==> src/design/i2cseq_pkg.sv <==
`timescale 1ns / 1ps

package i2cseq_pkg;

  localparam int BUFFER_DEPTH_DEF = 16;

  // item kinds
  typedef enum logic [1:0] {
    KIND_LOAD   = 2'd0,
    KIND_START  = 2'd1,
    KIND_STATUS = 2'd2
  } kind_e;

  // transfer modes
  localparam logic [1:0] MODE_WRITE = 2'd0;
  localparam logic [1:0] MODE_READ  = 2'd1;
  localparam logic [1:0] MODE_WRRD  = 2'd2;

  // control actions toward the bus controller
  typedef enum logic [2:0] {
    ACT_NONE    = 3'd0,
    ACT_SI      = 3'd1,
    ACT_SI_ACK  = 3'd2,
    ACT_STOP    = 3'd3,
    ACT_RESTART = 3'd4
  } act_e;

  // bus controller status codes
  localparam logic [7:0] ST_START       = 8'h08;
  localparam logic [7:0] ST_RESTART     = 8'h10;
  localparam logic [7:0] ST_SLAW_ACK    = 8'h18;
  localparam logic [7:0] ST_SLAW_NACK   = 8'h20;
  localparam logic [7:0] ST_DATAW_ACK   = 8'h28;
  localparam logic [7:0] ST_DATAW_NACK  = 8'h30;
  localparam logic [7:0] ST_SLAR_ACK    = 8'h40;
  localparam logic [7:0] ST_SLAR_NACK   = 8'h48;
  localparam logic [7:0] ST_DATAR_ACK   = 8'h50;
  localparam logic [7:0] ST_DATAR_NACK  = 8'h58;

  // one result; send_from_buf selects the buffer read data for send_byte
  typedef struct packed {
    logic       start_refused;
    act_e       action;
    logic       send_valid;
    logic       send_from_buf;
    logic [7:0] send_byte;
    logic       received_valid;
    logic [3:0] received_index;
    logic [7:0] received_byte;
    logic       busy;
    logic       error;
  } res_t;

endpackage

==> src/design/i2cseq_wbuf.sv <==
`timescale 1ns / 1ps

module i2cseq_wbuf #(
  parameter int BUFFER_DEPTH = i2cseq_pkg::BUFFER_DEPTH_DEF,
  localparam int AW = (BUFFER_DEPTH > 1) ? $clog2(BUFFER_DEPTH) : 1
) (
  input  logic          clk_i,
  input  logic          wr_en_i,
  input  logic [AW-1:0] wr_addr_i,
  input  logic [7:0]    wr_data_i,
  input  logic          rd_en_i,
  input  logic [AW-1:0] rd_addr_i,
  output logic [7:0]    rd_data_o
);

  logic [7:0] mem_q [BUFFER_DEPTH];
  logic [7:0] rd_data_q;

  // a load also reads, but its read data is never used
  always_ff @(posedge clk_i) begin
    if (wr_en_i) begin
      mem_q[wr_addr_i] <= wr_data_i;
    end
    if (rd_en_i) begin
      rd_data_q <= mem_q[rd_addr_i];
    end
  end

  assign rd_data_o = rd_data_q;

endmodule

==> src/design/i2cseq_ctl.sv <==
`timescale 1ns / 1ps

module i2cseq_ctl #(
  parameter int BUFFER_DEPTH = i2cseq_pkg::BUFFER_DEPTH_DEF,
  localparam int AW = (BUFFER_DEPTH > 1) ? $clog2(BUFFER_DEPTH) : 1
) (
  input  logic              clk_i,
  input  logic              rst_ni,
  input  logic              cfg_we_i,
  input  logic [6:0]        cfg_wdata_i,
  input  logic              accept_i,
  input  logic [1:0]        kind_i,
  input  logic [1:0]        mode_i,
  input  logic [4:0]        write_length_i,
  input  logic [4:0]        read_length_i,
  input  logic [3:0]        load_index_i,
  input  logic [7:0]        byte_value_i,
  input  logic [7:0]        status_code_i,
  output i2cseq_pkg::res_t  res_o,
  output logic              wr_en_o,
  output logic [AW-1:0]     wr_addr_o,
  output logic [7:0]        wr_data_o,
  output logic [AW-1:0]     rd_addr_o
);

  localparam logic [4:0] PosLast = '1;

  logic [6:0]    slave_addr_q;
  logic          busy_q, busy_d;
  logic          failed_q, failed_d;
  logic [1:0]    mode_q, mode_d;
  logic [4:0]    pos_q, pos_d;
  logic [4:0]    wleft_q, wleft_d;
  logic [4:0]    rleft_q, rleft_d;
  logic [AW-1:0] ptr_q, ptr_d;
  logic [AW-1:0] ptr_inc;
  logic [4:0]    rleft_dec;
  logic [7:0]    sla_w, sla_r;
  logic          m_wr, m_rd, m_wrrd;
  i2cseq_pkg::res_t res;

  assign sla_w  = {slave_addr_q, 1'b0};
  assign sla_r  = {slave_addr_q, 1'b1};
  assign m_wr   = (mode_q == i2cseq_pkg::MODE_WRITE);
  assign m_rd   = (mode_q == i2cseq_pkg::MODE_READ);
  assign m_wrrd = (mode_q == i2cseq_pkg::MODE_WRRD);

  // ptr_q tracks pos_q modulo the buffer depth
  always_comb begin
    if (pos_q == PosLast) begin
      ptr_inc = '0;
    end else if (ptr_q == AW'(BUFFER_DEPTH - 1)) begin
      ptr_inc = '0;
    end else begin
      ptr_inc = ptr_q + AW'(1);
    end
  end

  assign rleft_dec = (rleft_q != 5'd0) ? rleft_q - 5'd1 : 5'd0;

  always_comb begin
    res      = '0;
    busy_d   = busy_q;
    failed_d = failed_q;
    mode_d   = mode_q;
    pos_d    = pos_q;
    wleft_d  = wleft_q;
    rleft_d  = rleft_q;
    ptr_d    = ptr_q;
    wr_en_o  = 1'b0;
    if (accept_i) begin
      case (kind_i)
        i2cseq_pkg::KIND_LOAD: begin
          if (int'(load_index_i) < BUFFER_DEPTH) begin
            wr_en_o = 1'b1;
          end
        end
        i2cseq_pkg::KIND_START: begin
          if (busy_q) begin
            res.start_refused = 1'b1;
          end else if (mode_i == i2cseq_pkg::MODE_WRITE || mode_i == i2cseq_pkg::MODE_READ ||
                       mode_i == i2cseq_pkg::MODE_WRRD) begin
            busy_d   = 1'b1;
            failed_d = 1'b0;
            mode_d   = mode_i;
            pos_d    = '0;
            ptr_d    = '0;
            wleft_d  = (mode_i == i2cseq_pkg::MODE_READ) ? 5'd0 : write_length_i;
            rleft_d  = (mode_i == i2cseq_pkg::MODE_WRITE) ? 5'd0 : read_length_i;
          end
        end
        i2cseq_pkg::KIND_STATUS: begin
          if (busy_q) begin
            if (status_code_i == i2cseq_pkg::ST_START) begin
              res.send_valid = 1'b1;
              res.send_byte  = m_rd ? sla_r : sla_w;
              res.action     = i2cseq_pkg::ACT_SI;
            end else if (status_code_i == i2cseq_pkg::ST_RESTART && m_wrrd) begin
              res.send_valid = 1'b1;
              res.send_byte  = sla_r;
              res.action     = i2cseq_pkg::ACT_SI;
            end else if ((status_code_i == i2cseq_pkg::ST_SLAW_ACK ||
                          status_code_i == i2cseq_pkg::ST_DATAW_ACK) && !m_rd) begin
              if (wleft_q != 5'd0) begin
                res.send_valid    = 1'b1;
                res.send_from_buf = 1'b1;
                res.action        = i2cseq_pkg::ACT_SI;
                wleft_d           = wleft_q - 5'd1;
                pos_d             = pos_q + 5'd1;
                ptr_d             = ptr_inc;
              end else if (m_wr) begin
                res.action = i2cseq_pkg::ACT_STOP;
                busy_d     = 1'b0;
                failed_d   = 1'b0;
              end else begin
                res.action = i2cseq_pkg::ACT_RESTART;
                pos_d      = '0;
                ptr_d      = '0;
              end
            end else if ((status_code_i == i2cseq_pkg::ST_SLAW_NACK ||
                          status_code_i == i2cseq_pkg::ST_DATAW_NACK) && !m_rd) begin
              res.action = i2cseq_pkg::ACT_STOP;
              busy_d     = 1'b0;
              failed_d   = 1'b1;
            end else if (status_code_i == i2cseq_pkg::ST_SLAR_ACK && !m_wr) begin
              res.action = i2cseq_pkg::ACT_SI_ACK;
            end else if (status_code_i == i2cseq_pkg::ST_SLAR_NACK && !m_wr) begin
              res.action = i2cseq_pkg::ACT_STOP;
              busy_d     = 1'b0;
              failed_d   = 1'b1;
            end else if (status_code_i == i2cseq_pkg::ST_DATAR_ACK && !m_wr) begin
              res.received_valid = 1'b1;
              res.received_index = pos_q[3:0];
              res.received_byte  = byte_value_i;
              rleft_d            = rleft_dec;
              pos_d              = pos_q + 5'd1;
              ptr_d              = ptr_inc;
              res.action         = (rleft_dec > 5'd1) ? i2cseq_pkg::ACT_SI_ACK
                                                      : i2cseq_pkg::ACT_SI;
            end else if (status_code_i == i2cseq_pkg::ST_DATAR_NACK && !m_wr) begin
              res.received_valid = 1'b1;
              res.received_index = pos_q[3:0];
              res.received_byte  = byte_value_i;
              res.action         = i2cseq_pkg::ACT_STOP;
              busy_d             = 1'b0;
            end else begin
              // unknown status or one that does not fit the mode
              res.action = i2cseq_pkg::ACT_STOP;
              busy_d     = 1'b0;
              failed_d   = 1'b1;
            end
          end
        end
        default: begin
        end
      endcase
    end
    res.busy  = busy_d;
    res.error = failed_d;
  end

  always_ff @(posedge clk_i or negedge rst_ni) begin
    if (!rst_ni) begin
      slave_addr_q <= '0;
      busy_q       <= 1'b0;
      failed_q     <= 1'b0;
      mode_q       <= '0;
      pos_q        <= '0;
      wleft_q      <= '0;
      rleft_q      <= '0;
      ptr_q        <= '0;
    end else begin
      if (cfg_we_i) begin
        slave_addr_q <= cfg_wdata_i;
      end
      busy_q   <= busy_d;
      failed_q <= failed_d;
      mode_q   <= mode_d;
      pos_q    <= pos_d;
      wleft_q  <= wleft_d;
      rleft_q  <= rleft_d;
      ptr_q    <= ptr_d;
    end
  end

  assign res_o     = res;
  assign wr_addr_o = AW'(load_index_i);
  assign wr_data_o = byte_value_i;
  assign rd_addr_o = ptr_q;

endmodule

==> src/design/i2cseq_out.sv <==
`timescale 1ns / 1ps

module i2cseq_out (
  input  logic             clk_i,
  input  logic             rst_ni,
  input  logic             accept_i,
  input  i2cseq_pkg::res_t res_i,
  input  logic [7:0]       buf_data_i,
  output logic             in_stall_o,
  output logic             out_valid_o,
  input  logic             out_stall_i,
  output i2cseq_pkg::res_t out_o
);

  logic             s1_valid_q, s1_valid_d;
  i2cseq_pkg::res_t s1_q;
  logic             out_valid_q, out_valid_d;
  i2cseq_pkg::res_t out_q;
  i2cseq_pkg::res_t s1_res;
  logic             s1_move;

  // buffer read data is registered together with the item in s1_q; merge it here
  always_comb begin
    s1_res = s1_q;
    if (s1_q.send_from_buf) begin
      s1_res.send_byte = buf_data_i;
    end
    s1_res.send_from_buf = 1'b0;
  end

  assign s1_move    = s1_valid_q && (!out_valid_q || !out_stall_i);
  assign in_stall_o = s1_valid_q && !s1_move;

  always_comb begin
    s1_valid_d = s1_valid_q;
    if (accept_i) begin
      s1_valid_d = 1'b1;
    end else if (s1_move) begin
      s1_valid_d = 1'b0;
    end
    out_valid_d = out_valid_q;
    if (s1_move) begin
      out_valid_d = 1'b1;
    end else if (!out_stall_i) begin
      out_valid_d = 1'b0;
    end
  end

  always_ff @(posedge clk_i or negedge rst_ni) begin
    if (!rst_ni) begin
      s1_valid_q  <= 1'b0;
      out_valid_q <= 1'b0;
    end else begin
      s1_valid_q  <= s1_valid_d;
      out_valid_q <= out_valid_d;
    end
  end

  always_ff @(posedge clk_i) begin
    if (accept_i) begin
      s1_q <= res_i;
    end
    if (s1_move) begin
      out_q <= s1_res;
    end
  end

  assign out_valid_o = out_valid_q;
  assign out_o       = out_q;

endmodule

==> src/design/i2c_master_transfer_sequencer.sv <==
`timescale 1ns / 1ps

// I2C master transfer sequencer.
// Input channel (in_valid_i / in_stall_o) carries one item per transfer: a
// write buffer load, a transaction start, or a bus status event from the I2C
// controller. Every accepted item yields exactly one result on the output
// channel (out_valid_o / out_stall_i): the control action, an address or
// data byte to send, a received byte with its index, and the busy and error
// flags after the item. The user must write the slave address via cfg_we_i /
// cfg_wdata_i while the block is idle; the block does not enforce this.
// Throughput is one item per cycle while the receiver does not stall. The
// middle stage reads the write buffer memory (synchronous read at the
// current byte position), then the output stage registers the merged
// result.
// When the receiver stalls, the result holds in the output register and one
// more item is taken into the middle stage; after that in_stall_o rises.
// Reset clears the flags, counts, position and slave address; buffer
// contents are undefined until loaded.
module i2c_master_transfer_sequencer #(
  parameter int BUFFER_DEPTH = i2cseq_pkg::BUFFER_DEPTH_DEF
) (
  input  logic       clk_i,
  input  logic       rst_ni,
  input  logic       cfg_we_i,
  input  logic [6:0] cfg_wdata_i,
  input  logic       in_valid_i,
  output logic       in_stall_o,
  input  logic [1:0] kind_i,
  input  logic [1:0] mode_i,
  input  logic [4:0] write_length_i,
  input  logic [4:0] read_length_i,
  input  logic [3:0] load_index_i,
  input  logic [7:0] byte_value_i,
  input  logic [7:0] status_code_i,
  output logic       out_valid_o,
  input  logic       out_stall_i,
  output logic       start_refused_o,
  output logic [2:0] control_action_o,
  output logic       send_valid_o,
  output logic [7:0] send_byte_o,
  output logic       received_valid_o,
  output logic [3:0] received_index_o,
  output logic [7:0] received_byte_o,
  output logic       busy_flag_o,
  output logic       error_flag_o
);

  localparam int AW = (BUFFER_DEPTH > 1) ? $clog2(BUFFER_DEPTH) : 1;

  logic             accept;
  i2cseq_pkg::res_t res;
  i2cseq_pkg::res_t out;
  logic             wr_en;
  logic [AW-1:0]    wr_addr;
  logic [7:0]       wr_data;
  logic [AW-1:0]    rd_addr;
  logic [7:0]       rd_data;

  assign accept = in_valid_i && !in_stall_o;

  i2cseq_ctl #(
    .BUFFER_DEPTH(BUFFER_DEPTH)
  ) u_ctl (
    .clk_i         (clk_i),
    .rst_ni        (rst_ni),
    .cfg_we_i      (cfg_we_i),
    .cfg_wdata_i   (cfg_wdata_i),
    .accept_i      (accept),
    .kind_i        (kind_i),
    .mode_i        (mode_i),
    .write_length_i(write_length_i),
    .read_length_i (read_length_i),
    .load_index_i  (load_index_i),
    .byte_value_i  (byte_value_i),
    .status_code_i (status_code_i),
    .res_o         (res),
    .wr_en_o       (wr_en),
    .wr_addr_o     (wr_addr),
    .wr_data_o     (wr_data),
    .rd_addr_o     (rd_addr)
  );

  i2cseq_wbuf #(
    .BUFFER_DEPTH(BUFFER_DEPTH)
  ) u_wbuf (
    .clk_i    (clk_i),
    .wr_en_i  (wr_en),
    .wr_addr_i(wr_addr),
    .wr_data_i(wr_data),
    .rd_en_i  (accept),
    .rd_addr_i(rd_addr),
    .rd_data_o(rd_data)
  );

  i2cseq_out u_out (
    .clk_i      (clk_i),
    .rst_ni     (rst_ni),
    .accept_i   (accept),
    .res_i      (res),
    .buf_data_i (rd_data),
    .in_stall_o (in_stall_o),
    .out_valid_o(out_valid_o),
    .out_stall_i(out_stall_i),
    .out_o      (out)
  );

  assign start_refused_o  = out.start_refused;
  assign control_action_o = out.action;
  assign send_valid_o     = out.send_valid;
  assign send_byte_o      = out.send_byte;
  assign received_valid_o = out.received_valid;
  assign received_index_o = out.received_index;
  assign received_byte_o  = out.received_byte;
  assign busy_flag_o      = out.busy;
  assign error_flag_o     = out.error;

endmodule

==> config.mk <==
export PLATFORM = sky130hd
export DESIGN_NAME = i2c_master_transfer_sequencer
export DESIGN_NICKNAME = d
export VERILOG_FILES = /design/src/design/i2cseq_pkg.sv /design/src/design/i2cseq_wbuf.sv /design/src/design/i2cseq_ctl.sv /design/src/design/i2cseq_out.sv /design/src/design/i2c_master_transfer_sequencer.sv
export SDC_FILE = /design/constraint.sdc
export NUM_CORES = 1
export LEC_CHECK = 0
export ABC_AREA = 1
export BUFFER_PORTS_ARGS = -buffer_cell sky130_fd_sc_hd__buf_2
export CORE_MARGIN = 5
export CORE_UTILIZATION = 55
export CTS_BUF_LIST = sky130_fd_sc_hd__clkbuf_4 sky130_fd_sc_hd__clkbuf_8 sky130_fd_sc_hd__clkbuf_16
export DETAILED_ROUTE_END_ITERATION = 8
export HOLD_SLACK_MARGIN = 0.08
export PLACE_DENSITY_LB_ADDON = 0.25
export SLEW_MARGIN = 40
export SYNTH_ARGS = -nofsm -noshare
export SYNTH_HDL_FRONTEND = slang
export SYNTH_HIERARCHICAL = 1
export SYNTH_SLANG_ARGS = --single-unit
==> constraint.sdc <==
create_clock -name clk_i -period 3.8 [get_ports clk_i]
set_input_delay 0.19 -clock clk_i [delete_from_list [all_inputs] [get_ports clk_i]]
set_output_delay 0.19 -clock clk_i [all_outputs]
set_load 0.01 [all_outputs]
# Word level (Yosys, flattened, before mapping)
# Memory sizes are Yosys's and may differ from the RTL's. A register that Yosys moved wholly into a read port is not among the register bits.
# Index checks and enable logic that the tools add are counted.
totals:
  regBits: 89
  ramBits: 128
  in_bits: 46
  output_inout_bits: 30
  word_cells: 217
  memories: 1
mem_list:
  columns: ["memory", "depth", "width", "rd", "rd_ports_with_merged_regs", "write_ports", "line_no", "source"]
  rows:
  - ["u_wbuf.mem_q", 16, 8, 1, 1, 1, "i2cseq_wbuf.sv:16", "logic [7:0] mem_q [BUFFER_DEPTH];"]
op_classes:
  n_addsub: 4
  magnitude_cmp: 1
  n_eq_ne: 36
  muxes: 106
  bitwise_logic: 3
  reduce_logical: 36
ops:
  columns: ["op", "n"]
  rows:
  - ["two-way mux 5 bit", 32]
  - ["two-way mux 4 bit", 14]
  - ["two-way mux 1 bit", 37]
  - ["equality test 8 x 7 -> 1 bit, second input constant", 4]
  - ["one-hot mux 5 bit (2 select lines)", 3]
  - ["two-way mux 13 bit", 2]
  - ["equality test 8 x 6 -> 1 bit, second input constant", 3]
  - ["two-way mux 8 bit", 3]
  - ["AND reduction 12 bit", 2]
  - ["two-way mux 3 bit", 7]
  - ["equality test 8 x 5 -> 1 bit, second input constant", 2]
  - ["inequality test 2 bit, second input constant", 7]
  - ["inequality test 2 x 1 -> 1 bit, second input constant", 6]
  - ["logical AND 1 bit", 10]
  - ["two-way mux 2 bit", 5]
  - ["nonzero test 5 bit", 2]
  - ["subtractor 5 x 1 -> 5 bit, second input constant", 2]
  - ["inequality test 3 x 2 -> 1 bit, second input constant", 3]
  - ["AND reduction 9 bit", 1]
  - ["equality test 8 x 4 -> 1 bit, second input constant", 1]
  - ["one-hot mux 4 bit (2 select lines)", 1]
  - ["OR reduction 8 bit", 1]
  - ["equality test 2 x 1 -> 1 bit, second input constant", 3]
  - ["equality test 2 bit, second input constant", 3]
  - ["other kinds (17)", 32]

# Depth between registers and ports, before layout
# Gate-level depths: netlist of the first run.
logic_depth:
  depth_word: 14
  mapped_depth: 11
  depth_no_buf: 10

# By module
# The synthesis of the first run kept the hierarchy.
modules_own_cells:
  columns: ["module", "instances", "cells_per_inst", "area_each_um2", "seq_area_each_um2"]
  rows:
  - ["i2cseq_wbuf", 1, 551, 5846.9, 4083.9]
  - ["i2cseq_ctl", 1, 398, 2611.3, 750.7]
  - ["i2cseq_out", 1, 95, 1910.6, 1761.7]
  - ["i2c_master_transfer_sequencer", 1, 2, 10.0, 0.0]

# Worst setup path before layout of the first run
# No wires, ideal clock.
synth_path:
  path_kind: "reg2reg"
  startpoint: "register u_out/out_valid_o (netlist name)"
  endpoint: "register u_out/s1_q[10] (netlist name), data pin"
  setup_time_ps: 135
  t_arrival_ps: 2703
  required_ps: 3665
  setup_slack_ps: 962
  path_stages_with_launch: 11
  path_buffers: 1
  synth_period_minus_slack_ps: 2838
  path_cell_list: "dfrtp_1 nand3_1 inv_1 nor2_2 inv_1 nor2_4 inv_2 nor2_1 nand3_2 buf_6 nor2_2"
synth_lines:
  columns: ["element", "line_no", "source"]
  rows:
  - ["end signal: assignment", "i2cseq_out.sv:61", "s1_q <= res_i;"]
  - ["end: declaration", "i2cseq_out.sv:16", "i2cseq_pkg::res_t s1_q;"]

==> metrics.cfg, run 1 <==
[grt]
grt_first_pass_wirelength_um = 37400
antenna_found_initial = 1
grt_util_all_layers = 0.215
grt_max_degree = 70
grt_overflow = 0
grt_pass1_vias = 7208

[timing]
max_slew_margin = 0.488
hold_viol = 0
finalSetupViolations = 0
fmax_ghz = 0.402
maxSlewViolCount = 0
fin_ws_ns = 1.31
tightest_slew_ns = 0.765
tns_ns = 0
fin_crit_sh = 0.654
period_minus_slack_ns = 2.49
skew_ns = 0.00894
grt_setup_unrepaired = false

[routing]
drt-initial-drc-count = 778
wl_um = 23000
num_vias = 7254
route.detailed.drc = 0
post_drt_wl_per_cell_um = 16.5
first_pass_iters = 5
vias_per_cell = 5.22
ant_nets = 0

[placement]
dp_hpwl_um = 14600
preCtsSetupSlack_ns = 1.35
placed_cell_area_um2 = 10800
port_buffers = 75
placed_cells = 1314
gp_congestion = 0.858

[clocking]
clk_path_buf_depth = 3
cts.sinks = 225
clock_latency_ns = 0.50
htree_levels = 1
cts_setup_buffers = 0
cts_root_buf = clkbuf_16
post_cts_resized = 0
cts_tree = built
cts-buffers-inserted = 23
path_clk_slew_ns = 0.07

[cells_and_area]
fillers = 1505
final_common_cell = nand2_1
layout-drive-gt1-share = 0.145
design_area_um2 = 11900
layout_common_cells = 305 x nand2_1, 193 x edfxtp_1, 158 x inv_1
nets = 1194
area_growth_pct = 14.4
fin_cells = 1390

[outcome]
status = completed

[critical_path]
timing.rr.start = u_out/out_valid_o
crit_required_ns = 4.14
crit_path_start_kind = flop
arrival_ns = 2.82
path_max_fanout = 41
startpoint = u_out/out_valid_o
criticalPathCategory = reg -> reg
critPathCaptureType = flop

[floorplanning]
die_y_um = 147
start_util = 0.556
rows = 50
core_area_um2 = 18600
die_area_um2 = 21700
io_pins = 76
die_x_um = 147

[pwr]
power_density_nw_per_um2 = 514
irDropWorstVdd_mv = 0.243
p_leak_nw = 5.22

[yosys]
ys_warn_count = 6
syn_inst = 1044
avgSynthCellArea_um2 = 9.93
syn_nets = 1099
netlist_area_um2 = 10400

[run]
maxCapViolCount = 0

[min_path]
worstHoldPathType = in -> reg
holdCritStartpoint = byte_value_i[6]

==> layout make-up <==
class,instances,area (um2),share of cell area
flip-flops and latches,225,6600,0.556
multi-input cells,608,2840,0.239
clock inverters,15,129,0.0109
inverters,167,629,0.0531
repair buffers,114,756,0.0637
clock buffers,26,611,0.0515
diodes,1,2.50,0.000211
well taps,234,293,0.0247
==> flip-flops by register name, summed over array words and instances, names as in the netlist <==
signal / flops
u_wbuf/rd_data_o: 8
u_out/out_valid_o: 1
u_ctl/mode_q: 2
u_ctl/slave_addr_q: 7
u_out/out_o: 28
u_ctl/rleft_q: 5
u_ctl/pos_q: 5
u_ctl/busy_q: 1
u_out/s1_valid_q: 1
u_ctl/rd_addr_o: 4
u_ctl/failed_q: 1
u_wbuf/mem_q: 128
u_ctl/wleft_q: 5
u_out/s1_q: 29
==> worst max-delay path: stages (launching register included) <==
cell and delay [ns]:
dfrtp_1 0.41, nand3_1 0.10, inv_1 0.09, nor2_4 0.12, buf_4 0.43, inv_1 0.21, nor2_4 0.18, inv_2 0.07
nor2_1 0.14, nand3_2 0.34, nor2_2 0.20
==> path summary, 6_finish.rpt <==
path / depth (start not counted) / to / slack (ns)
setup / recovery: 10 / u_out/s1_q[4] / 1.31
hold / removal: 1 / u_wbuf/mem_q[5][6] / 0.15
setup reg to reg: 10 / u_out/s1_q[4] / 1.31
hold reg to reg: 0 / u_out/out_o[24] / 0.42
max in group asynchronous: 2 / u_ctl/rd_addr_o[0] / 3.28
min in group asynchronous: 2 / u_ctl/slave_addr_q[5] / 0.18
==> routing by layer <==
layer,global-route usage,vias up,share of wire
met3,0.0324,37,0.070
met1,0.309,3432,0.44
li1,-,3546,-
met5,0,-,0
met4,0.0671,0,0.028
met2,0.340,239,0.46
==> metrics by stage <==
stage	hold slack, ns	utilization	power, mW
floorplan	-0.106	-	3.67
global placement	0.300	0.578	3.89
detailed placement	0.306	0.578	3.90
CTS	0.0878	0.636	6.11
global route	0.145	0.636	6.39
finish	0.146	0.636	6.10
==> power by group <==
group	internal (mW)	total, mW	switching, mW
clock	1.29	2.20	0.913
sequential	2.84	2.93	0.0837
combinational	0.311	0.966	0.656
total	4.44	6.10	1.65
==> what timing repair did <==
item,CTS,global route
endpoints found under the setup margin,0,0
hold buffers,34,0
endpoints found under the hold margin,53,0
(Power assumes the default switching activity.)
==> run 2, diff against run 1 <==
CORE_UTILIZATION = 54   (was 55)
clock period = 2.1 ns   (was 3.8 ns; I/O delays follow)
==> run 2 against run 1 <==
Clock skew up 0.0074 ns. Final area up 2.7%. Worst hold slack worse by 0.048 ns. Via count up 2.0%. Core utilization up 1.1 points.
==> metrics.cfg, run 2 (synthesis results as in run 1) <==
[pwr]
p_leak_nw = 5.33  ; +2.0%
pwr-share-clk = 0.371  ; +0.010
irDropWorstVdd_mv = 0.568  ; +130%
power_density_nw_per_um2 = 931  ; +81%
comb_power_share = 0.161  ; +0.002
switching_share = 0.268  ; -0.00291
p_sw_mw = 3.04  ; +84%
power_frac_seq = 0.468  ; -0.012
p_int_mw = 8.30  ; +87%

[grt]
grt_pass1_vias = 7040  ; -2.3%
antenna_found_initial = 0  ; -1
grt_first_pass_wirelength_um = 37200  ; -0.48%
grt_max_degree = 47  ; -33%
grt_util_all_layers = 0.214  ; -0.000620
grt_overflow = 0  ; unchanged

[run]
maxCapViolCount = 0  ; unchanged

[routing]
top_layer_used = met4
num_vias = 7399  ; +2.0%
first_pass_iters = 5  ; unchanged
route.detailed.drc = 0  ; unchanged
wl_met3_um = 1420  ; -12%
drt-initial-drc-count = 692  ; -11%
post_drt_wl_per_cell_um = 16.3  ; -1.1%
wl_met2_um = 11200  ; +5.0%
vias_per_cell = 5.16  ; -1.2%
ant_nets = 0  ; unchanged
wl_um = 23500  ; +2.1%
met1_length_um = 10400  ; +3.5%

[timing]
max_slew_margin = 0.590  ; +0.101
hold_viol = 0  ; unchanged
fin_ws_ns = 0.151  ; -1.16 ns
maxSlewViolCount = 0  ; unchanged
grt_setup_unrepaired = false
finalSetupViolations = 0  ; unchanged
fin_crit_sh = 0.928  ; +0.274
skew_ns = 0.0164  ; +0.00745 ns
fmax_ghz = 0.513  ; +28%
period_minus_slack_ns = 1.95  ; -0.536 ns
tightest_slew_ns = 0.615  ; -0.150 ns

[floorplanning]
io_pins = 76  ; unchanged
die_x_um = 149  ; +0.86%
die_area_um2 = 22100  ; +1.7%
die_y_um = 149  ; +0.86%
start_util = 0.551  ; -0.00554
rows = 50  ; unchanged
core_area_um2 = 18800  ; +1.0%

[cells_and_area]
fillers = 1451  ; -3.6%
largest_reg_flops = 128  ; unchanged
layout_common_cells = 305 x nand2_1, 193 x edfxtp_1, 156 x inv_1
top_register = u_wbuf/mem_q
nets = 1212  ; +1.5%
area_growth_pct = 17.5
fin_util = 0.647  ; +0.0109
final_common_cell = nand2_1
layout-drive-gt1-share = 0.168  ; +0.0223

[placement]
preCtsSetupSlack_ns = 0.112  ; -1.24 ns
port_buffers = 75  ; unchanged
gp_congestion = 0.851  ; -0.77%
dp_hpwl_um = 14900  ; +2.1%

[clocking]
cts.sinks = 225  ; unchanged
cts-buffers-inserted = 23  ; unchanged
cts_root_buf = clkbuf_16
cts_setup_buffers = 0  ; unchanged
htree_levels = 1  ; unchanged
cts_tree = built
clk_path_buf_depth = 3  ; unchanged
clock_latency_ns = 0.51  ; about the same
path_clk_slew_ns = 0.06  ; about the same

[critical_path]
arrival_ns = 2.11  ; -0.71 ns
path_max_fanout = 8  ; -80%
crit_path_start_kind = flop
crit_required_ns = 2.26  ; -1.88 ns
critPathCaptureType = flop
criticalPathCategory = reg -> reg

[min_path]
worstHoldPathType = in -> async

[outcome]
status = completed

==> run 2: layout make-up <==
class                           count  area, um2  share of cell area
Multi-Input combinational cell    608       2910               0.239
Sequential cell                   225       6600               0.542
Timing Repair Buffer              132        928              0.0762
Inverter                          167        627              0.0515
Antenna cell                        1       2.50            0.000205
Clock inverter                     14        154              0.0126
Clock buffer                       28        638              0.0524
Tap cell                          260        325              0.0267
==> run 2: layer usage <==
| layer | vias to the layer above | global-route usage |
|---|---|---|
| met5 | - | 0 |
| met4 | 0 | 0.0559 |
| met3 | 42 | 0.0326 |
| met2 | 272 | 0.345 |
| met1 | 3501 | 0.307 |
| li1 | 3584 | - |
==> run 2: worst max-delay path, stage by stage (launching register included) <==
cell	delay [ns]
dfrtp_1	0.43
nand3_2	0.10
inv_2	0.05
nor2_4	0.09
nand2_1	0.10
inv_1	0.17
nand3b_1	0.24
nor2_2	0.42
==> run 2: through the flow <==
step                      instances  TNS [ns]  cell area, um2  hold slack [ns]  power (mW)
after floorplan                1044    -18.48           10400           -0.191        6.64
after global placement         1348         0           10900            0.234        7.09
after detailed placement       1348         0           10900            0.235        7.12
after CTS                      1434         0           12200            0.182        11.4
after global routing           1434         0           12200            0.130        11.9
final                          1435         0           12200           0.0984        11.3
==> run 2: power groups by stage <==
stage / Sequential, mW / Combinational [mW] / Clock [mW]
global placement: 5.38 / 1.70 / 0
global route: 5.32 / 2.04 / 4.49
detailed placement: 5.39 / 1.73 / 0
CTS: 5.30 / 1.82 / 4.28
finish: 5.30 / 1.83 / 4.21
floorplan: 5.38 / 1.26 / 0
==> run 2: path summary, 6_finish.rpt <==
check,start,endpoint,slack (ns),cells after the start
min reg2reg,u_out/s1_q[0],u_out/out_o[0],0.42,0
max in group asynchronous,rst_ni,u_ctl/rd_addr_o[0],1.63,2
min in group clk_i,status_code_i[3],u_out/s1_q[25],0.19,7
max reg2reg,u_out/out_valid_o,u_wbuf/mem_q[8][3],0.15,7
min,rst_ni,u_ctl/slave_addr_q[6],0.1,2
max,u_out/out_valid_o,u_wbuf/mem_q[8][3],0.15,7
==> run 2: timing repair <==
item                                   in CTS  in global routing
gates resized for setup                     0                  1
hold buffers                               44                  0
setup endpoints to repair                   0                 12
endpoints found under the hold margin     163                  0
